$ cat config.mk
export PLATFORM = sky130hd
export DESIGN_NAME = pllds_queue
export DESIGN_NICKNAME = d
export VERILOG_FILES = /design/src/rtl/core/pllds_queue.sv
export VERILOG_INCLUDE_DIRS = /design/src /design/src/rtl/core
export SDC_FILE = /design/constraint.sdc
export NUM_CORES = 1
export LEC_CHECK = 0
export BUFFER_PORTS_ARGS = -buffer_cell sky130_fd_sc_hd__buf_4
export CORE_ASPECT_RATIO = 1.25
export CORE_MARGIN = 5
export CORE_UTILIZATION = 50
export CTS_CLUSTER_SIZE = 14
export DETAILED_ROUTE_END_ITERATION = 12
export HOLD_SLACK_MARGIN = 0.05
export PLACE_DENSITY = 0.79
export SETUP_SLACK_MARGIN = 0.15
export SLEW_MARGIN = 20
export SYNTH_ARGS = -nofsm -noshare
export SYNTH_HDL_FRONTEND = slang
export SYNTH_SLANG_ARGS = --single-unit
$ cat constraint.sdc
create_clock -name clk -period 5.8 [get_ports clk]
set_clock_uncertainty 0.15 [all_clocks]
set_input_delay 1.45 -clock clk [delete_from_list [all_inputs] [get_ports clk]]
set_output_delay 1.45 -clock clk [all_outputs]
set_load 0.05 [all_outputs]
$ cat src/rtl/core/pll_divider_select_defines.svh
// ----------------------------------------------------------------------------
// pll_divider_select_defines
// assertion macros shared by the pll divider select modules
// ----------------------------------------------------------------------------
`ifndef PLL_DIVIDER_SELECT_DEFINES_SVH
`define PLL_DIVIDER_SELECT_DEFINES_SVH

// same-cycle implication, checked outside reset
`define PLLDS_ASSERT_IMPL(label, clk, rst, ante, cons) \
  label: assert property (@(posedge clk) disable iff (rst) (ante) |-> (cons)) \
    else $error("pll divider select: check failed");

// next-cycle implication, checked outside reset
`define PLLDS_ASSERT_NEXT(label, clk, rst, ante, cons) \
  label: assert property (@(posedge clk) disable iff (rst) (ante) |=> (cons)) \
    else $error("pll divider select: check failed");

`endif

$ cat src/rtl/core/pllds_queue.sv
// ----------------------------------------------------------------------------
// pllds_queue
// small register queue with push/full and pop/empty handshakes
// ----------------------------------------------------------------------------
`include "pll_divider_select_defines.svh"

module pllds_queue #(
  parameter int WIDTH = 8,
  parameter int DEPTH = 4
) (
  input  logic             clk,
  input  logic             rst,
  input  logic             push,
  input  logic [WIDTH-1:0] data_in,
  output logic             full,
  input  logic             pop,
  output logic [WIDTH-1:0] data_out,
  output logic             empty
);

  localparam int PTR_W = $clog2(DEPTH);
  localparam int CNT_W = $clog2(DEPTH + 1);

  logic [WIDTH-1:0] mem [DEPTH];
  logic [PTR_W-1:0] wr_ptr;
  logic [PTR_W-1:0] rd_ptr;
  logic [CNT_W-1:0] count;
  logic             do_push;
  logic             do_pop;

  assign full     = (count == CNT_W'(DEPTH));
  assign empty    = (count == '0);
  assign do_push  = push && !full;
  assign do_pop   = pop && !empty;
  assign data_out = mem[rd_ptr];

  always_ff @(posedge clk) begin
    if (do_push) begin
      mem[wr_ptr] <= data_in;
    end
  end

  always_ff @(posedge clk) begin
    if (rst) begin
      wr_ptr <= '0;
      rd_ptr <= '0;
      count  <= '0;
    end else begin
      if (do_push) begin
        wr_ptr <= (wr_ptr == PTR_W'(DEPTH - 1)) ? '0 : wr_ptr + PTR_W'(1);
      end
      if (do_pop) begin
        rd_ptr <= (rd_ptr == PTR_W'(DEPTH - 1)) ? '0 : rd_ptr + PTR_W'(1);
      end
      if (do_push && !do_pop) begin
        count <= count + CNT_W'(1);
      end else if (do_pop && !do_push) begin
        count <= count - CNT_W'(1);
      end
    end
  end

  // a lone pop always frees a slot
  `PLLDS_ASSERT_NEXT(a_pop_frees, clk, rst, do_pop && !do_push, !full)

endmodule

## Yosys cells after proc, flatten, opt, wreduce, memory -nomap -nowiden

Memory sizes are Yosys's and may differ from the RTL's. A register that Yosys moved wholly into a read port is not among the register bits.
Cells that the tools add are included.

- Flip-flop bits (word level): 7
- Memory bits (writable): 32
- Bits of input ports: 12
- Output and inout bits: 10
- Logic and storage cells: 29
- Memories: 1

- Add/sub/neg operators: 4
- Eq/ne operators: 3
- Multiplexer cells: 8
- Reduce and logical (&&, ||, !) cells: 10

Memories:

| memory | depth | width | rd ports | clocked after memory_dff | wr ports | RTL line | source |
|---|---|---|---|---|---|---|---|
| mem | 4 | 8 | 1 | 1 | 1 | pllds_queue.sv:24 | `logic [WIDTH-1:0] mem [DEPTH];` |

Operators by type and width:

| cell | count |
|---|---|
| $mux W2 | 4 |
| $mux W3 | 2 |
| $add A2 B1 Y2 const B | 2 |
| $eq A2 B2 Y1 const B | 2 |
| $logic_and A1 B1 Y1 | 4 |
| $logic_not A1 Y1 | 4 |
| $add A3 B1 Y3 const B | 1 |
| $eq A3 B3 Y1 const B | 1 |
| $logic_not A3 Y1 | 1 |
| $sub A3 B1 Y3 const B | 1 |
| $mux W1 | 2 |
| $reduce_bool A2 Y1 | 1 |

## Longest topological paths before layout

- Word-level depth: 7
- Gate-level depth with buffers: 10
- Depth with buffers taken out: 9

## Least setup slack after synthesis

Ideal clock, no wire load.

- Path kind: input port to flip-flop
- Start point: input push
- End point: register count[2]
- Library setup time: 0.070 ns
- Arrival: 2.883 ns
- Data required time: 5.580 ns
- Path slack: 2.697 ns
- Stages: 8
- Path buffers: 0
- Cells stage by stage: inv_1 nor2_2 ha_1 inv_1 fa_1 xor2_1 or3_2 a21oi_1

- Word-level cells in the longest chain between the ends: 4
- Elaborated cells on any way between the ends: 6
- Classes of those cells: mux: 1; reduce/logical: 5

Ends and longest elaborated chain:

| item | RTL line | source |
|---|---|---|
| from (decl) | pllds_queue.sv:13 | `input logic push,` |
| $logic_and A1 B1 Y1 (*) | pllds_queue.sv:33 | `assign do_push = push && !full;` |
| via do_push | pllds_queue.sv:28 | `logic do_push;` |
| $logic_not A1 Y1 | pllds_queue.sv:57 | `end else if (do_pop && !do_push) begin` |
| $logic_and A1 B1 Y1 | pllds_queue.sv:57 |  |
| $reduce_bool A2 Y1 (no source line) | - |  |
| to (signal assigned) | pllds_queue.sv:56 | `count <= count + CNT_W'(1);` |
| to (signal assigned) | pllds_queue.sv:58 | `count <= count - CNT_W'(1);` |
| to (decl) | pllds_queue.sv:27 | `logic [CNT_W-1:0] count;` |

The timed path passes the listed nets; every way through them passes the cells marked *.
A chain may end at the register's enable or synchronous reset.

==> summary.txt <==
status -> completed
most common cell after layout, fill and taps aside -> edfxtp_1
Switching Share -> 34.9%
grt ovf -> 0
leading cell types in the layout, fill and taps excluded -> edfxtp_1, buf_4, dfxtp_1, mux4_2, ha_1
Hold-fix buffers, CTS -> 0
crit-path cells -> mux4_2 -> buf_4
synthesized area -> 0.00165 mm²
gpl congestion -> 0.768
Flop pwr share -> 46.1%
DRC -> 0
drt initial violations -> 24
CP max stage cell -> dfxtp_1
fin area -> 0.00191 mm²
CP Capture Type -> output pin
Antenna diodes -> 0
FF+latch count, synth -> 41
crit path max fanout -> 8
average cell area after synthesis -> 17.9 µm²
worst skew pair latency -> 0.28 ns
Initial Util -> 51.5%
Syn Inst Count -> 92
WP data arrival -> 1.74 ns
Crit path buffers/inverters -> 1
VDD IR max -> 0.000247 V
Startpoint Class -> flop
max-cap viol count -> 0
Final Cycle Share -> 57.6%
register area share after synthesis -> 69.4%
area of placed instances -> 0.00183 mm²
Core ar. -> 0.00319 mm²
layout cells sized above 1 -> 36.8%
RSZ-0062 raised after global routing -> false
Cell Count Post-Placement -> 146
clk slew on worst S/H paths -> 0.06 ns
Pins Over Slew Limit -> 0
TNS Setup -> 0 ns
post-CTS sizing -> 0
post-CTS setup buffer count -> 0
CTS Sinks -> 41
port bufs -> 21
Req. time, crit path -> 4.20 ns
worst hold path class -> reg2reg
critical path class -> reg2out
Finish-stage setup viols -> 0
detailed-route wire length per cell -> 16.3 µm
H-tree depth -> 2
switching power -> 300 µW
Die Span Y -> 74.1 µm
site row count -> 23
initial antenna violation count -> 0
drt first pass iters -> 4
CTS root buf -> clkbuf_8
Hold Vio Cnt, Final -> 0
ANT nets after route -> 0
Vias/cell -> 5.47
top-area cell type share of the netlist area -> 58.4%
Async S/R FF share, synth -> 0%
DP HPWL -> 1800 µm
die width -> 61.3 µm
Post-synth top flop -> edfxtp_1
area of the multi-input gates -> 457 µm²
post-synth net total -> 111
Max clock buf depth -> 2
final wirelength -> 2500 µm
all-layer global routing usage -> 12.8%
Lkg Pwr -> 0.000703 µW
PD cells -> 450 mW/mm²
nets -> 135
Max-slew headroom -> 63.2%
first-pass GRT wire length -> 4020 µm
synth-to-layout area growth -> 15.8%
Fillers -> 254
die footprint -> 0.00455 mm²
Logic pwr share -> 34.4%
CTS tree -> built
EDFF count, synth -> 32
P_int -> 559 µW
FF+latch area -> 0.00114 mm²
Vias -> 843
clock power share -> 19.6%
largest net degree at the start of global routing -> 12
Worst-Margin Slew -> 0.551 ns
vias in the first global route -> 851
main area contributors after synthesis -> edfxtp_1, dfxtp_1, mux4_2, ha_1, and3_2
Cell variety after synth -> 26
# IOs -> 22
synth warn -> 0
f_max -> 0.299 GHz
shortest period the worst path allows -> 3.34 ns
Non-Filler Instances -> 154
Critical Path Max Stage Delay -> 0.67 ns
TritonCTS Buffers -> 5
area leader, netlist -> edfxtp_1
CP top delay family -> flip-flops
[worst paths after layout]
check | start | to | slack, ns | cells past startpoint
max | flop | data_out[0] | 2.46 | 2
min | rd_ptr[0] | flop | 0.36 | 2
max reg2reg | count[0] | count[2] | 3.23 | 9
min reg2reg | rd_ptr[0] | flop | 0.36 | 2
[cells in the mapped netlist (2+ instances only)]
cell type	number
dfxtp_1	9
mux2i_1	2
o31ai_2	2
and3_2	4
mux4_2	8
nor3_1	2
nand3_1	2
edfxtp_1	32
inv_1	4
a21oi_1	3
ha_1	6
xor2_1	2
nor2_1	3
[tightest hold or removal path: cells and delay by family (launching register included)]
kind | cells | cell delay [ns]
AND/OR/NAND/NOR | 1 | 0.06
flip-flops | 1 | 0.33
AO/OA/AOI/OAI | 1 | 0.07
[layer usage]
metal	up-vias	track usage (%)	routed length (µm)
li1	398	-	-
met1	412	13.3	895
met2	27	22.1	1410
met3	6	5.56	172
met4	0	5.30	29
met5	-	0	0
[layout make-up]
cell class,count,share of cell area [%]
clock buffer,8,4.20
timing repair buffer,21,8.27
sequential,41,59.9
tap,37,2.43
multi-input combinational,42,24.0
inverter,5,1.25
[metrics by stage]
stage,util (%),power [µW],hold slack (ns),worst slack (ns)
after global placement,57.1,687,0.317,2.54
after global routing,59.7,906,0.393,2.31
after floorplan,-,621,0.313,2.70
after detailed placement,57.1,702,0.357,2.45
after CTS,59.7,870,0.367,2.39
final,59.7,858,0.356,2.46
[power groups by stage]
stage / registers, µW / clock network [µW] / logic [µW]
final: 395 / 168 / 295
after global routing: 403 / 187 / 316
after CTS: 397 / 174 / 299
after detailed placement: 403 / 0 / 298
after global placement: 399 / 0 / 289
after floorplan: 381 / 0 / 241
[sequential cells by signal (all words and copies together) (netlist names), named ones only]
signal and cells:
count 3, mem 32, rd_ptr 2, wr_ptr 2
[cells by family after synthesis]
group                      share of synthesized area [%]
DFF                                                 69.4
and+or+nand+nor                                     5.70
muxes                                               12.2
buffers and inverters                               2.89
AOI/OAI and AO/OA                                   3.04
adders and majority gates                           5.78
xor gates and xnor gates                            1.06
(Power assumes the default switching activity.)
