<file path="config.mk">
export PLATFORM = sky130hd
export DESIGN_NAME = pllds_back
export DESIGN_NICKNAME = d
export VERILOG_FILES = /design/src/rtl/core/pllds_pkg.sv /design/src/rtl/core/pllds_back.sv
export VERILOG_INCLUDE_DIRS = /design/src /design/src/rtl/core
export SDC_FILE = /design/constraint.sdc
export NUM_CORES = 2
export LEC_CHECK = 0
export ABC_AREA = 1
export BUFFER_PORTS_ARGS = -buffer_cell sky130_fd_sc_hd__buf_2
export CORE_UTILIZATION = 40
export DETAILED_ROUTE_END_ITERATION = 10
export PLACE_DENSITY = 0.61
export RECOVER_POWER = 100
export SLEW_MARGIN = 20
export SYNTH_ARGS = -nofsm -noshare
export SYNTH_HDL_FRONTEND = slang
export SYNTH_SLANG_ARGS = --single-unit
</file>
<file path="constraint.sdc">
create_clock -name clk -period 121.9 [get_ports clk]
set_input_delay 30.475 -clock clk [delete_from_list [all_inputs] [get_ports clk]]
set_output_delay 30.475 -clock clk [all_outputs]
set_load 0.01 [all_outputs]
</file>
<file path="src/rtl/core/pll_divider_select_defines.svh">
// ----------------------------------------------------------------------------
// pll_divider_select_defines
// assertion macros shared by the pll divider select modules
// ----------------------------------------------------------------------------
`ifndef PLL_DIVIDER_SELECT_DEFINES_SVH
`define PLL_DIVIDER_SELECT_DEFINES_SVH

// same-cycle implication, checked outside reset
`define PLLDS_ASSERT_IMPL(label, clk, rst, ante, cons) \
  label: assert property (@(posedge clk) disable iff (rst) (ante) |-> (cons)) \
    else $error("pll divider select: check failed");

// next-cycle implication, checked outside reset
`define PLLDS_ASSERT_NEXT(label, clk, rst, ante, cons) \
  label: assert property (@(posedge clk) disable iff (rst) (ante) |=> (cons)) \
    else $error("pll divider select: check failed");

`endif

</file>
<file path="src/rtl/core/pllds_pkg.sv">
// ----------------------------------------------------------------------------
// pllds_pkg
// types and constants for the pll post and feedback divider select block
// ----------------------------------------------------------------------------
package pllds_pkg;

  localparam int CLK_W    = 16;
  localparam int VCO_W    = 20;
  localparam int FB_W     = 30;
  localparam int RATIO_W  = 5;
  localparam int CODE_W   = 3;
  localparam int RDIV_W   = 10;
  localparam int THIRD_W  = 13;
  localparam int NUM_POST = 8;

  // one quotient bit per divider stage
  localparam int DIV_STAGES = FB_W;

  // depth of the queue in front of the result ports
  localparam int OUT_DEPTH = 2;

  // x / 3 as (x * DIV3_RECIP) >> DIV3_SHIFT, exact for x below 2**14
  localparam logic [15:0] DIV3_RECIP = 16'd43691;
  localparam int          DIV3_SHIFT = 17;

  // post divider ratios in search order, index 0 first
  localparam logic [NUM_POST-1:0][RATIO_W-1:0] POST_RATIO =
    {5'd12, 5'd6, 5'd16, 5'd3, 5'd8, 5'd4, 5'd2, 5'd1};
  localparam logic [NUM_POST-1:0][CODE_W-1:0] POST_CODE =
    {3'd7, 3'd6, 3'd5, 3'd4, 3'd3, 3'd2, 3'd1, 3'd0};

  localparam logic [CLK_W-1:0]  RST_MAX_VCO = 16'd35000;
  localparam logic [CLK_W-1:0]  RST_MIN_VCO = 16'd20000;
  localparam logic [CLK_W-1:0]  RST_REF_CLK = 16'd2700;
  localparam logic [RDIV_W-1:0] RST_REF_DIV = 10'd12;

  typedef enum logic [1:0] {
    CFG_MAX_VCO = 2'd0,
    CFG_MIN_VCO = 2'd1,
    CFG_REF_CLK = 2'd2,
    CFG_REF_DIV = 2'd3
  } cfg_idx_t;

  typedef struct packed {
    logic [CLK_W-1:0]  max_vco;
    logic [CLK_W-1:0]  min_vco;
    logic [CLK_W-1:0]  ref_clk;
    logic [RDIV_W-1:0] ref_div;
  } cfg_t;

  // classified request, front to back
  typedef struct packed {
    logic [CLK_W-1:0]   clamped_clock;
    logic [VCO_W-1:0]   vco_freq;
    logic [RATIO_W-1:0] post_divider;
    logic [CODE_W-1:0]  post_code;
    logic               no_fit;
  } class_t;

  typedef struct packed {
    class_t          item;
    logic [FB_W-1:0] feedback_divider;
  } result_t;

endpackage

</file>
<file path="src/rtl/core/pllds_back.sv">
// ----------------------------------------------------------------------------
// pllds_back
// feedback divider: scale by the reference divider, then a pipelined
// restoring divide by the reference clock, one quotient bit per stage
// ----------------------------------------------------------------------------
`include "pll_divider_select_defines.svh"

module pllds_back
  import pllds_pkg::*;
(
  input  logic    clk,
  input  logic    rst,
  input  cfg_t    cfg,
  input  logic    in_valid,
  input  class_t  in_item,
  output logic    in_ready,
  input  logic    out_full,
  output logic    out_push,
  output result_t out_item
);

  logic                  dvalid [DIV_STAGES+1];
  class_t                dinfo  [DIV_STAGES+1];
  logic [FB_W-1:0]       dnum   [DIV_STAGES+1];
  logic [CLK_W-1:0]      drem   [DIV_STAGES+1];

  logic                  adv;
  logic [FB_W-1:0]       num_in;
  logic [FB_W-1:0]       num_next [DIV_STAGES+1];
  logic [CLK_W-1:0]      rem_next [DIV_STAGES+1];
  logic [CLK_W:0]        trial    [DIV_STAGES+1];
  logic                  ge       [DIV_STAGES+1];

  assign adv      = !dvalid[DIV_STAGES] || !out_full;
  assign in_ready = adv;
  assign out_push = dvalid[DIV_STAGES] && !out_full;

  assign out_item.item             = dinfo[DIV_STAGES];
  assign out_item.feedback_divider = dnum[DIV_STAGES];

  // numerator stays below 2**30 for every legal vco
  assign num_in = FB_W'(cfg.ref_div) * FB_W'(in_item.vco_freq) +
                  FB_W'(cfg.ref_clk[CLK_W-1:1]);

  // a zero divisor sets every quotient bit, which is the saturated value
  always_comb begin
    num_next[0] = '0;
    rem_next[0] = '0;
    trial[0]    = '0;
    ge[0]       = 1'b0;
    for (int k = 1; k <= DIV_STAGES; k++) begin
      trial[k]    = {drem[k-1], dnum[k-1][FB_W-1]};
      ge[k]       = (trial[k] >= {1'b0, cfg.ref_clk});
      rem_next[k] = ge[k] ? CLK_W'(trial[k] - {1'b0, cfg.ref_clk})
                          : trial[k][CLK_W-1:0];
      num_next[k] = {dnum[k-1][FB_W-2:0], ge[k]};
    end
  end

  always_ff @(posedge clk) begin
    if (adv) begin
      dinfo[0] <= in_item;
      dnum[0]  <= num_in;
      drem[0]  <= '0;
      for (int k = 1; k <= DIV_STAGES; k++) begin
        dinfo[k] <= dinfo[k-1];
        dnum[k]  <= num_next[k];
        drem[k]  <= rem_next[k];
      end
    end
  end

  always_ff @(posedge clk) begin
    if (rst) begin
      for (int k = 0; k <= DIV_STAGES; k++) begin
        dvalid[k] <= 1'b0;
      end
    end else if (adv) begin
      dvalid[0] <= in_valid;
      for (int k = 1; k <= DIV_STAGES; k++) begin
        dvalid[k] <= dvalid[k-1];
      end
    end
  end

  // remainder of a finished divide is below the divisor
  `PLLDS_ASSERT_IMPL(a_rem_below_div, clk, rst, dvalid[DIV_STAGES] && (cfg.ref_clk != '0), drem[DIV_STAGES] < cfg.ref_clk)

endmodule

</file>
; After elaboration in Yosys (flattened, before gate mapping)
; Memory sizes are Yosys's and may differ from the RTL's.
; Cells that the tools add are included.
; W data, S select, Z words.
[totals]
ram_bits = 2852
memories = 4
elab_cells = 168
inputBits = 107
out_inout_bits = 77
regBits = 0
[classes]
mux = 67
bitwise = 31
addsub = 31
order_cmp = 30
multipliers = 1
n_reduce_logical = 4
[memory_table]
columns = name, words, width, read_ports, rd_ports_with_merged_regs, wr, line_no
row1 = dinfo, 31, 45, 31, 0, 31, pllds_back.sv:23  ; class_t dinfo [DIV_STAGES+1];
row2 = dnum, 31, 30, 31, 0, 31, pllds_back.sv:24  ; logic [FB_W-1:0] dnum [DIV_STAGES+1];
row3 = drem, 31, 16, 30, 0, 31, pllds_back.sv:25  ; logic [CLK_W-1:0] drem [DIV_STAGES+1];
row4 = dvalid, 31, 1, 31, 0, 31, pllds_back.sv:22  ; logic dvalid [DIV_STAGES+1];
[ops]
columns = operator, count
row1 = $ge A17 B16 Y1, 30
row2 = $mux W16, 30
row3 = $sub A16 B16 Y16, 30
row4 = $mux W1, 37
row5 = $or A1 B1 Y1, 31
row6 = $add A30 B15 Y30, 1
row7 = $mul A10 B20 Y30, 1
row8 = $logic_not A1 Y1, 2
row9 = $logic_and A1 B1 Y1, 1
row10 = $logic_or A1 B1 Y1, 1

; Depth between registers and ports, before layout
; An unclocked memory read counts as a cell.
[depth]
word_depth = 7
mapped_depth = 23
mapped_depth_nobuf = 22

; Worst setup path after synthesis
; No wires, ideal clock.
[synth_timing]
kind = in2out
start = input port out_full
end = output port in_ready
path_buffers = 0
arrival_ps = 88973
slack_ps = 2452
cell_stages = 1
required_time_ps = 91425
path_cell_list = nand2_1
[synth_between]
elab_chain_cells = 2
[synth_lines]
columns = item, line_no
row1 = "start, declared", pllds_back.sv:17  ; input logic out_full,
row2 = $logic_not A1 Y1, pllds_back.sv:34  ; assign adv = !dvalid[DIV_STAGES] || !out_full;
row3 = $logic_or A1 B1 Y1, pllds_back.sv:34
row4 = "end, declared", pllds_back.sv:16  ; output logic in_ready,
; Every way passes these cells.

; Worst setup path in the final report
; Ends and elaborated chain as after synthesis.

==> results.py <==
metrics = {
    "routing": {
        "via_count": 75600,
        "viasPerCell": 4.67,
        "drt_first_pass_iters": 8,
        "drc": 0,
        "ant_nets": 0,
        "drtIter0Drc": 5952,
        "routed_wirelength_um": 248000,
        "wl_per_cell_um": 15.3,
    },
    "floorplan": {
        "chipHeight_um": 571,
        "dieWidth_um": 571,
        "dieArea_um2": 326000,
        "rows": 208,
        "ioPinCount": 184,
        "coreArea_um2": 322000,
        "start_util_pct": 40.3,
    },
    "finish": {
        "final-seq-area_um2": 84700,
        "drive_above_1_share_pct": 5.41,
        "nFillCells": 29900,
        "utilization_pct": 44.6,
        "nets": 12500,
        "multiInputGateArea_um2": 36600,
        "areaGrowthSynthToFinish_pct": 10.9,
    },
    "clock_tree": {
        "htreeDepth": 5,
        "cts_setup_buffers": 0,
        "cts.clk_slew.worst_paths_ns": 0.06,
        "root_buffer": "clkbuf_16",
        "clockBufferDepth": 4,
        "cts_resized": 0,
        "clock-sinks": 2820,
        "cts_buffers": 301,
        "clkLatencyLatePin_ns": 0.92,
        "hold_buffers": 0,
        "tritoncts": "built",
    },
    "logic_synthesis": {
        "synth.avg_cell_area_um2": 11.4,
        "ys_warn_count": 0,
        "synth_fp_nets": 12200,
        "synthCells": 11400,
        "synth_flop_cell": "edfxtp_1",
        "ys_async_sr_fraction_pct": 0,
        "synth_seq_cells": 2820,
        "mappedNetlistArea_um2": 129000,
        "yosysUniqueCellTypes": 50,
        "seq_area_frac_synth_pct": 65.4,
        "synth_enable_flop_cells": 2820,
    },
    "timing": {
        "layout_setup_ws_ns": 60.15,
        "fin_setup_tns_ns": 0,
        "max_freq_ghz": 0.0162,
        "report.final.slew_viol_count": 2931,
        "period_needed_ns": 61.75,
        "setup_viol": 0,
        "tightest_slew_ns": 9.42,
        "post-route-period-util_pct": 50.7,
        "whs_ns": 0.385,
        "hold_violations": 0,
        "slew_headroom_pct": -528,
        "rsz0062_at_grt": "no",
        "skew_ns": 0.0782,
    },
    "power_and_ir_drop": {
        "ir_drop_uv": 13.7,
        "p_per_area_nw_per_um2": 23.4,
        "p_leak_nw": 65.3,
    },
    "grt": {
        "grt_max_degree": 220,
        "antenna_found_initial": 11,
        "grt_overflow_total": 0,
        "grt_pass1_vias": 71400,
        "grt_pass1_wl_um": 390000,
        "grt_use_total_pct": 15.1,
    },
    "placed_design": {
        "gp_congestion": 0.884,
        "port_buffers": 151,
        "dp_hpwl_um": 161000,
        "place_ws_ns": 60.41,
    },
    "setup_path": {
        "worstSetupPathType": "in -> out",
        "worst_ep_arrival_time_ns": 31.27,
        "end_kind": "primary output",
        "worstPathRequired_ns": 91.43,
        "worstPathMaxFanout": 4,
        "cp-start-kind": "input port",
    },
    "status": {
        "violations": "max-capacitance violations, max-slew violations",
        "status": "complete, but fails checks",
    },
    "run": {
        "drv_cap": 33,
    },
    "worst_hold_path": {
        "hold_path_class": "reg -> reg",
    },
}
[cell usage after synthesis (41+ instances only)]
cell type	number	area, um^2
a21oi_1	277	1390
buf_2	47	235
buf_4	88	661
clkbuf_1	41	154
edfxtp_1	2820	84700
fa_1	185	3700
ha_1	539	6740
inv_1	1673	6280
nand2_1	3671	13800
nand3_1	739	3700
nand3b_1	52	390
nand4_1	121	757
nor2_1	459	1720
nor3_1	96	480
xnor2_1	70	613
xor2_1	133	1160
[registers in the layout, summed over array words and instances (netlist names)]
register	cells
dinfo	1395
dnum	930
drem	464
dvalid	31
[where the power goes]
part,leakage [nW],switching [mW],internal (mW)
clock network,4.72,0.370,0.529
logic,29.9,0.675,0.352
registers,30.7,0.0859,1.35
[final cells by class]
cell class | instances | share of cell area [%]
Multi-Input combinational cell | 6643 | 25.5
Clock buffer | 369 | 5.48
Clock inverter | 168 | 1.31
Timing Repair Buffer | 200 | 0.601
Antenna cell | 1 | 0.00174
Inverter | 1685 | 4.41
Sequential cell | 2820 | 59.0
Tap cell | 4305 | 3.75
[layout by cell type, fill, tap and decap left out, drive strengths merged, types with 52 or more instances in the layout]
cell / count
edfxtp: 2820
clkbuf: 513
xnor2: 70
inv: 1688
buf: 56
nand4: 121
clkinv: 118
fa: 185
xor2: 133
nand3: 771
a21oi: 277
nor2: 503
ha: 539
nand2: 3743
nand3b: 52
nor3: 97
[metrics by stage]
step | std cells | cell area, um^2 | total power [mW]
floorplan | 11400 | 129000 | 2.22
global placement | 15700 | 135000 | 2.47
detailed placement | 15700 | 135000 | 2.49
CTS | 16200 | 144000 | 3.41
global route | 16200 | 144000 | 3.61
finish | 16200 | 144000 | 3.36
[logic make-up (layout without fill, tap and decap cells)]
| kind of cell | after synthesis | count (layout) | synth area share (%) |
|---|---|---|---|
| adder cells (fa/ha/maj) | 724 | 724 | 8.07 |
| other | 0 | 1 | 0 |
| flip-flops | 2820 | 2820 | 65.4 |
| XOR/XNOR | 203 | 203 | 1.37 |
| buffers and inverters | 1910 | 2422 | 6.08 |
| AND/OR/NAND/NOR | 5367 | 5367 | 17.6 |
| AO/OA/AOI/OAI | 349 | 349 | 1.45 |
[critical path, cell delays in order]
cell and delay (ns):
clkbuf_1 0.10, nand2_1 0.46, clkbuf_1 0.22
[worst paths after layout]
path / end / slack, ns / cells past startpoint / start
worst max-delay path: in_ready / 60.15 / 3 / out_full
worst min-delay path: dinfo[1][31]$_DFFE_PN_ / 0.38 / 0 / dinfo[0][706]$_DFFE_PN_
worst max register to register: dinfo[0][535]$_DFFE_PN_ / 92.41 / 8 / dvalid[0][30]$_SDFFCE_PP0P_
worst min register to register: dinfo[1][31]$_DFFE_PN_ / 0.38 / 0 / dinfo[0][706]$_DFFE_PN_
[layer usage]
metal  GRT usage [%]  vias to the layer above  routed length (um)  part of all wire (%)
met4            4.88                        2                7660                   3.1
met3            2.57                      440               13100                   5.3
met1            20.9                    35400              114000                    46
met2            24.1                     1497              113000                    46
met5               0                        -                  13                0.0052
li1                -                    38300                   -                     -
Note: power is estimated with default switching activity, not from simulation.
