===== src/rtl/core/pll_divider_select_defines.svh =====
// ----------------------------------------------------------------------------
// pll_divider_select_defines
// assertion macros shared by the pll divider select modules
// ----------------------------------------------------------------------------
`ifndef PLL_DIVIDER_SELECT_DEFINES_SVH
`define PLL_DIVIDER_SELECT_DEFINES_SVH

// same-cycle implication, checked outside reset
`define PLLDS_ASSERT_IMPL(label, clk, rst, ante, cons) \
  label: assert property (@(posedge clk) disable iff (rst) (ante) |-> (cons)) \
    else $error("pll divider select: check failed");

// next-cycle implication, checked outside reset
`define PLLDS_ASSERT_NEXT(label, clk, rst, ante, cons) \
  label: assert property (@(posedge clk) disable iff (rst) (ante) |=> (cons)) \
    else $error("pll divider select: check failed");

`endif


===== src/rtl/core/pllds_pkg.sv =====
// ----------------------------------------------------------------------------
// pllds_pkg
// types and constants for the pll post and feedback divider select block
// ----------------------------------------------------------------------------
package pllds_pkg;

  localparam int CLK_W    = 16;
  localparam int VCO_W    = 20;
  localparam int FB_W     = 30;
  localparam int RATIO_W  = 5;
  localparam int CODE_W   = 3;
  localparam int RDIV_W   = 10;
  localparam int THIRD_W  = 13;
  localparam int NUM_POST = 8;

  // one quotient bit per divider stage
  localparam int DIV_STAGES = FB_W;

  // depth of the queue in front of the result ports
  localparam int OUT_DEPTH = 2;

  // x / 3 as (x * DIV3_RECIP) >> DIV3_SHIFT, exact for x below 2**14
  localparam logic [15:0] DIV3_RECIP = 16'd43691;
  localparam int          DIV3_SHIFT = 17;

  // post divider ratios in search order, index 0 first
  localparam logic [NUM_POST-1:0][RATIO_W-1:0] POST_RATIO =
    {5'd12, 5'd6, 5'd16, 5'd3, 5'd8, 5'd4, 5'd2, 5'd1};
  localparam logic [NUM_POST-1:0][CODE_W-1:0] POST_CODE =
    {3'd7, 3'd6, 3'd5, 3'd4, 3'd3, 3'd2, 3'd1, 3'd0};

  localparam logic [CLK_W-1:0]  RST_MAX_VCO = 16'd35000;
  localparam logic [CLK_W-1:0]  RST_MIN_VCO = 16'd20000;
  localparam logic [CLK_W-1:0]  RST_REF_CLK = 16'd2700;
  localparam logic [RDIV_W-1:0] RST_REF_DIV = 10'd12;

  typedef enum logic [1:0] {
    CFG_MAX_VCO = 2'd0,
    CFG_MIN_VCO = 2'd1,
    CFG_REF_CLK = 2'd2,
    CFG_REF_DIV = 2'd3
  } cfg_idx_t;

  typedef struct packed {
    logic [CLK_W-1:0]  max_vco;
    logic [CLK_W-1:0]  min_vco;
    logic [CLK_W-1:0]  ref_clk;
    logic [RDIV_W-1:0] ref_div;
  } cfg_t;

  // classified request, front to back
  typedef struct packed {
    logic [CLK_W-1:0]   clamped_clock;
    logic [VCO_W-1:0]   vco_freq;
    logic [RATIO_W-1:0] post_divider;
    logic [CODE_W-1:0]  post_code;
    logic               no_fit;
  } class_t;

  typedef struct packed {
    class_t          item;
    logic [FB_W-1:0] feedback_divider;
  } result_t;

endpackage


===== src/rtl/core/pllds_front.sv =====
// ----------------------------------------------------------------------------
// pllds_front
// clamps the request and picks the first post divider that lands in range
// ----------------------------------------------------------------------------
`include "pll_divider_select_defines.svh"

module pllds_front
  import pllds_pkg::*;
(
  input  logic             clk,
  input  logic             rst,
  input  cfg_t             cfg,
  input  logic             push,
  input  logic [CLK_W-1:0] pixel_clock,
  output logic             full,
  output logic             out_valid,
  input  logic             out_ready,
  output class_t           out_item
);

  logic               f1_valid;
  logic [CLK_W-1:0]   f1_clk;
  logic               f1_low;
  logic [THIRD_W-1:0] f1_third;
  logic               f2_valid;
  class_t             f2_item;

  logic                           adv;
  logic [CLK_W-1:0]               c0;
  logic [VCO_W-1:0]               c0_x12;
  logic [FB_W-1:0]                third_prod;
  logic [CLK_W-1:0]               clk_sel;
  logic [NUM_POST-1:0][VCO_W-1:0] vco_try;
  logic [NUM_POST-1:0]            fit;
  class_t                         pick;

  assign adv       = !f2_valid || out_ready;
  assign full      = !adv;
  assign out_valid = f2_valid;
  assign out_item  = f2_item;

  // stage 1: clamp to max, flag a request too low, min / 12
  always_comb begin
    c0         = (pixel_clock > cfg.max_vco) ? cfg.max_vco : pixel_clock;
    c0_x12     = (VCO_W'(c0) << 3) + (VCO_W'(c0) << 2);
    third_prod = FB_W'(cfg.min_vco[CLK_W-1:2]) * FB_W'(DIV3_RECIP);
  end

  // stage 2: try every ratio at once, first fit in list order wins
  always_comb begin
    clk_sel = f1_low ? CLK_W'(f1_third) : f1_clk;
    for (int i = 0; i < NUM_POST; i++) begin
      vco_try[i] = VCO_W'(clk_sel) * VCO_W'(POST_RATIO[i]);
      fit[i]     = (vco_try[i] >= VCO_W'(cfg.min_vco)) &&
                   (vco_try[i] <= VCO_W'(cfg.max_vco));
    end
    pick.clamped_clock = clk_sel;
    pick.vco_freq      = vco_try[NUM_POST-1];
    pick.post_divider  = '0;
    pick.post_code     = '0;
    pick.no_fit        = 1'b1;
    for (int i = NUM_POST - 1; i >= 0; i--) begin
      if (fit[i]) begin
        pick.vco_freq     = vco_try[i];
        pick.post_divider = POST_RATIO[i];
        pick.post_code    = POST_CODE[i];
        pick.no_fit       = 1'b0;
      end
    end
  end

  always_ff @(posedge clk) begin
    if (adv) begin
      f1_clk   <= c0;
      f1_low   <= (c0_x12 < VCO_W'(cfg.min_vco));
      f1_third <= third_prod[DIV3_SHIFT +: THIRD_W];
      f2_item  <= pick;
    end
  end

  always_ff @(posedge clk) begin
    if (rst) begin
      f1_valid <= 1'b0;
      f2_valid <= 1'b0;
    end else if (adv) begin
      f1_valid <= push;
      f2_valid <= f1_valid;
    end
  end

  `PLLDS_ASSERT_IMPL(a_fit_in_range, clk, rst, f2_valid && !f2_item.no_fit, (f2_item.vco_freq >= VCO_W'(cfg.min_vco)) && (f2_item.vco_freq <= VCO_W'(cfg.max_vco)))

endmodule


===== config.mk =====
export PLATFORM = sky130hd
export DESIGN_NAME = pllds_front
export DESIGN_NICKNAME = d
export VERILOG_FILES = /design/src/rtl/core/pllds_pkg.sv /design/src/rtl/core/pllds_front.sv
export VERILOG_INCLUDE_DIRS = /design/src /design/src/rtl/core
export SDC_FILE = /design/constraint.sdc
export NUM_CORES = 1
export LEC_CHECK = 0
export ABC_AREA = 0
export BUFFER_PORTS_ARGS = -buffer_cell sky130_fd_sc_hd__buf_2
export CELL_PAD_IN_SITES_DETAIL_PLACEMENT = 0
export CELL_PAD_IN_SITES_GLOBAL_PLACEMENT = 1
export CORE_ASPECT_RATIO = 2
export CORE_MARGIN = 1
export CORE_UTILIZATION = 49
export CTS_BUF_LIST = sky130_fd_sc_hd__clkbuf_16
export CTS_CLUSTER_DIAMETER = 30
export DETAILED_ROUTE_END_ITERATION = 8
export GPL_ROUTABILITY_DRIVEN = 0
export PLACE_DENSITY_LB_ADDON = 0.1
export SLEW_MARGIN = 20
export SYNTH_ARGS = -nofsm -noshare
export SYNTH_HDL_FRONTEND = slang
export SYNTH_SLANG_ARGS = --single-unit
export TNS_END_PERCENT = 100

===== constraint.sdc =====
create_clock -name clk -period 6.5 [get_ports clk]
set_clock_uncertainty 0.05 [all_clocks]
set_input_delay 0.65 -clock clk [delete_from_list [all_inputs] [get_ports clk]]
set_output_delay 0.65 -clock clk [all_outputs]
set_load 0.02 [all_outputs]

# Word-level counts from Yosys, hierarchy flattened
# Cells that the tools add are included.
dict set report word_totals {
  wordCells 68
  reg_bits 77
  in_bits 78
}
dict set report classes {
  multipliers 4
  muxes 10
  addsub 1
  n_reduce_logical 16
  n_lt_le_gt_ge 18
}
# op count
set ops {}
lappend ops {{$mux W29} 2}
lappend ops {{$mux W28} 2}
lappend ops {{$mul A16 B2 Y18 const B} 3}
lappend ops {{$ge A20 B16 Y1} 2}
lappend ops {{$le A20 B16 Y1} 2}
lappend ops {{$ge A19 B16 Y1} 2}
lappend ops {{$le A19 B16 Y1} 2}
lappend ops {{$ge A18 B16 Y1} 2}
lappend ops {{$le A18 B16 Y1} 2}
lappend ops {{$mux W16} 2}
lappend ops {{$mul A14 B16 Y30 const B} 1}
lappend ops {{$mux W27} 1}
lappend ops {{$mux W26} 1}
lappend ops {{$mux W25} 1}
lappend ops {{$add A19 B18 Y20} 1}
lappend ops {{$lt A20 B16 Y1} 1}
lappend ops {{$ge A17 B16 Y1} 1}
lappend ops {{$le A17 B16 Y1} 1}
lappend ops {{$ge A16 B16 Y1} 1}
lappend ops {{$gt A16 B16 Y1} 1}
lappend ops {{$le A16 B16 Y1} 1}
lappend ops {{$logic_and A1 B1 Y1} 8}
lappend ops {{$mux W8} 1}
lappend ops {{$reduce_or A7 Y1} 1}
lappend ops {{other kinds (6)} 7}

# Longest topological paths before layout
dict set report depth {
  word_depth 12
  mapped_depth 25
  mapped_depth_nobuf 23
}

# Least setup slack after synthesis
# Ideal clock, no wire load.
dict set report synth_timing {
  path_type {reg2reg}
  startpoint {register f1_low}
  endpoint {register f2_item, in the netlist out_item[19] (data pin)}
  period_less_slack_ps 5913
  path_stages_with_launch 23
  required_time_ps 6182
  n_path_buf 3
  arrival_ps 5595
  setup_slack_ps 587
  path_cell_list {edfxtp_1 > clkbuf_1 > buf_1 > mux2i_1 > inv_1 > ha_1 > nor2b_4 > o31a_1 > o21a_1 > o21ai_0 > o21ai_0 > xor2_1 > ha_1 > a21o_1 > a21o_1 > a2111oi_0 > o21ai_0 > a22o_1 > or2_1 > buf_6 > mux2_4 > a21oi_1 > a22oi_1}
}
# item line
set synth_rtl {}
lappend synth_rtl {{start, declared} pllds_front.sv:23} ;# logic f1_low;
lappend synth_rtl {{start signal, assigned} pllds_front.sv:75} ;# f1_low <= (c0_x12 < VCO_W'(cfg.min_vco));
lappend synth_rtl {{end signal, assigned} pllds_front.sv:77} ;# f2_item <= pick;
lappend synth_rtl {{end, declared} pllds_front.sv:26} ;# class_t f2_item;

==> results.md <==
- The initial cell density of the core is 0.496.
- The number of placed cells counting well taps is about 2,100.
- The critical path required time is 6.70 ns.
- The terminating pin of the worst hold path is f1_valid.
- The total number of yosys warnings is 0.
- The TritonCTS clock tree is yes.
- The power density relative to cell area is about 450 nW/um^2.
- The maximum fanout along the worst path is 7.
- The headroom to the max-slew limit is 0.301.
- Setup repair after global routing left no endpoint under its margin.
- Once layout is done, the placed cells without fillers occupy 16,300 um^2.
- A synthesized cell averages between 9 and 10 um^2.
- Max-cap violations in this run came to 0.
- The reg-to-reg setup timing slack is 0.20 ns.
- The final critical path time including I/O delays and setup is about 6.3 ns.
- The horizontal die dimension is 123 um.
- The area inside the core boundary is ~29,000 um^2.
- The via count of the first global-routing pass is between 10,000 and 15,000.
- CTS built an H-tree with a depth of 3.
- In this run the critical register-to-register path is captured at out_item[21].
- The clock reaches the later pin of the worst-skew pair after ~0.38 ns.
- The proportion of synthesized chip area in sequential cells is 0.161.
- The post-detailed-placement half-perimeter wirelength is ~41,000 um.
- For the pin with the worst max-slew slack, the measured transition is between 1 and 1.5 ns.
- The final number of max-transition violations came to 0.
- The average via count per standard cell is 6.30.
- The number of design rule violations left after detail routing is 0.
- The total standard cell area after synthesis is about 14,000 um^2.
- After detailed routing, the average wire length per cell comes to approximately 24 um.
- Once placement finished, the instance area stood at around 16,000 um^2.
- The launch instance of the worst min-delay path is rst.
- The number of iterations in the first detailed-routing pass is 5.
- After clock tree synthesis, the clock-pin slew on the worst setup and hold paths is ~0.060 ns.
- Post-CTS repair changed the size of 0 cells.
- The area share of fa/ha/maj cells after synthesis is 0.422.
- The mux contribution to synthesized area is 0.0360.
- The floorplan has 88 rows.
- The finished layout holds 2,086 standard cells, fillers aside.
- The number of antenna diodes in the final layout is 0.
- The count of buffers inserted at the top-level ports is slightly below 100.
- The initial antenna violation count is 1.
- The net count of the finished layout is approximately 2,200.
- The startpoint identified for the worst register-to-register timing path is f1_low.
- After layout, the design draws a total of slightly above 7 mW.
- Adding up every negative setup slack in the final design gives 0 ns.
- The clock tree buffer depth is 2.
- The endpoint arrival time on the critical path is around 6.5 ns.
- Of the total synthesized cell area, the portion taken by XOR and XNOR cells is 0.0203.
- Of the total synthesized cell area, the portion taken by AND, OR, NAND and NOR gates is 0.116.
- Counting cells, the worst reg-to-reg path comes to 24.
- The share of the synthesized area in compound gates (AO/OA/AOI/OAI) is 0.202.
- OpenSTA, run right after detailed placement, puts the worst setup slack at approximately 0.083 ns.
- By area, the combinational part of the netlist is dominated by adder cells.
- The number of unique standard cell types used by synthesis is 73.
- The overall overflow remaining after global route is 0.
- The cts-stage hold buffer count is 0.
- The wire length of the first global-routing pass is 77,500 um.
- For this block, the routed nets add up to about 50,000 um of wire.
- In the synthesized netlist the dominant register cell turns out to be sky130_fd_sc_hd__edfxtp_1.
- The initial detailed-routing violation count is 800.
- The reported leakage power is 8.16 nW.
- The number of primary I/O pins is 125.
- The fraction of final layout cells with drive strength greater than 1 is 0.156.
- The number of inserted filler cells in the final layout is about 2,700.
- The worst setup path is launched from a flip-flop.
- The worst setup path is captured at a flip-flop.
- Setup violations remaining at the end of the flow were counted as 0.
- The count of flip-flops with a built-in enable after synthesis is 75.
- The post-CTS setup-driven buffer insertion count is 0.
- Derived from the worst setup path, the maximum achievable clock frequency is approximately 160 MHz.
- The synthesized design contains between 70 and 80 register bits.
- In this run, CTS created clock tree buffers numbering 9.
- The detailed router placed ~13,000 vias in this run.
- The global-route total usage across every layer is 0.354.
- The min-delay analysis places its worst path in the category in -> reg.
- The largest net degree at the start of global routing is 78.
- The sink count of the clock tree is a little under 80.
- The buffer cell driving the clock tree root is sky130_fd_sc_hd__clkbuf_16.
- The number of antenna-violating nets in the routed design is 0.
- The final number of hold-violating endpoints is 0.
- Hold is met by around 0.4 ns.
- The synthesized instance count is about 1,500.
- The utilization of the core after routing is 0.566.
- The die is approximately 240 um tall.
- The die area is 29,800 um^2.
- From synthesis to final layout, the design area changed by 14.2%.
- The critical path start-end classification is reg -> reg.
- Across the VDD grid, the largest voltage drop is ~0.00022 V.
- The run finished with clean final reports.
- The share of synthesized flip-flops with an asynchronous set or reset is 0.
- Once routing completed, OpenROAD measured the worst setup slack at approximately 0.20 ns.
- Along the worst hold path, the cell count comes to 2.
- The net count after synthesis is approximately 2,000.
- The portion of the clock cycle consumed by the worst path in the final layout is 0.969.
==> critical path: stages, from the launching register on <==
cell,delay (ns)
sky130_fd_sc_hd__edfxtp_1,0.38
sky130_fd_sc_hd__buf_4,0.20
sky130_fd_sc_hd__buf_4,0.17
sky130_fd_sc_hd__mux2_1,0.52
sky130_fd_sc_hd__ha_1,0.53
sky130_fd_sc_hd__o21a_1,0.21
sky130_fd_sc_hd__o211ai_1,0.25
sky130_fd_sc_hd__and2_1,0.28
sky130_fd_sc_hd__o21a_1,0.22
sky130_fd_sc_hd__xnor2_1,0.43
sky130_fd_sc_hd__buf_12,0.18
sky130_fd_sc_hd__ha_1,0.23
sky130_fd_sc_hd__nand4_1,0.14
sky130_fd_sc_hd__nor3_1,0.07
sky130_fd_sc_hd__buf_4,0.14
sky130_fd_sc_hd__o21ai_0,0.07
sky130_fd_sc_hd__a31oi_1,0.06
sky130_fd_sc_hd__buf_4,0.16
sky130_fd_sc_hd__o31ai_1,0.44
sky130_fd_sc_hd__a22o_1,0.38
sky130_fd_sc_hd__nor2_4,0.11
sky130_fd_sc_hd__buf_12,0.15
sky130_fd_sc_hd__mux2_1,0.34
sky130_fd_sc_hd__o31ai_1,0.27
sky130_fd_sc_hd__a31o_2,0.19
==> flip-flops by register name, indices dropped and copies added, names as in the netlist <==
register and cells:
f1_clk 16, f1_low 1, f1_third 13, f1_valid 1, out_item 45, out_valid 1
==> layout make-up <==
class                      count  area [um^2]  area share
sequential                    77         2290       0.141
multi-input combinational   1286        11400       0.699
clock buffer                   9          225      0.0138
timing repair buffer         216         1400      0.0861
tap                          360          450      0.0277
clock inverter                 6         31.3     0.00192
inverter                     132          495      0.0305
==> cell usage in the layout (no fill, tap or decap), drive strengths merged, types with 16 or more instances in the layout <==
cell	count
a31oi	18
nand2	60
fa	58
nor2	83
nand2b	17
o21a	35
ha	388
xnor2	21
a21o	61
edfxtp	75
nor2b	23
o21ai	85
buf	216
nor3	28
nand4	32
nand3	24
mux2i	16
a211oi	22
a21oi	105
mux2	31
inv	132
o211ai	16
==> synthesized netlist by cell type, types with 17 or more instances <==
cell type	instances	area, um^2
sky130_fd_sc_hd__a211oi_1	22	165
sky130_fd_sc_hd__a21o_1	61	458
sky130_fd_sc_hd__a21oi_1	105	526
sky130_fd_sc_hd__a31oi_1	18	113
sky130_fd_sc_hd__clkbuf_1	18	67.6
sky130_fd_sc_hd__edfxtp_1	75	2250
sky130_fd_sc_hd__fa_1	58	1160
sky130_fd_sc_hd__ha_1	388	4850
sky130_fd_sc_hd__inv_1	131	492
sky130_fd_sc_hd__mux2_2	22	248
sky130_fd_sc_hd__nand2_1	60	225
sky130_fd_sc_hd__nand2b_1	17	106
sky130_fd_sc_hd__nand3_1	24	120
sky130_fd_sc_hd__nand4_1	32	200
sky130_fd_sc_hd__nor2_1	82	308
sky130_fd_sc_hd__nor2b_1	22	138
sky130_fd_sc_hd__nor3_1	28	140
sky130_fd_sc_hd__o21a_1	35	263
sky130_fd_sc_hd__o21ai_0	73	365
sky130_fd_sc_hd__xnor2_1	21	184
==> per-layer routing <==
layer	vias to the layer above	global-route usage	routed length (um)
li1	6154	-	-
met1	6281	0.318	16500
met2	459	0.647	26300
met3	256	0.0623	2150
met4	0	0.326	5600
met5	-	0	0
==> how the worst max path moves through the flow <==
stage | start | slack [ns] | depth (start not counted) | end
after floorplan | f1_low | 0.59 | 22 | out_item[19]
after global placement | cfg[38] | 0.11 | 20 | f1_third[12]
after detailed placement | cfg[38] | 0.08 | 20 | f1_third[12]
after CTS | f1_low | 0.31 | 24 | out_item[21]
after global routing | f1_low | 0.04 | 24 | out_item[21]
final | f1_low | 0.20 | 24 | out_item[21]
==> kinds of logic after synthesis <==
logic type / after synthesis
compound gates: 437
buf+inv: 157
flops: 77
fa+ha+maj: 446
xor+xnor: 33
simple gates: 323
mux: 47
==> power breakdown <==
group	internal, mW	switching [mW]	total, mW	leakage [nW]
sequential	0.834	0.0426	0.877	0.820
clock	0.252	0.219	0.471	0.130
combinational	2.48	3.45	5.93	7.21
Power figures use the tool's default switching activity.
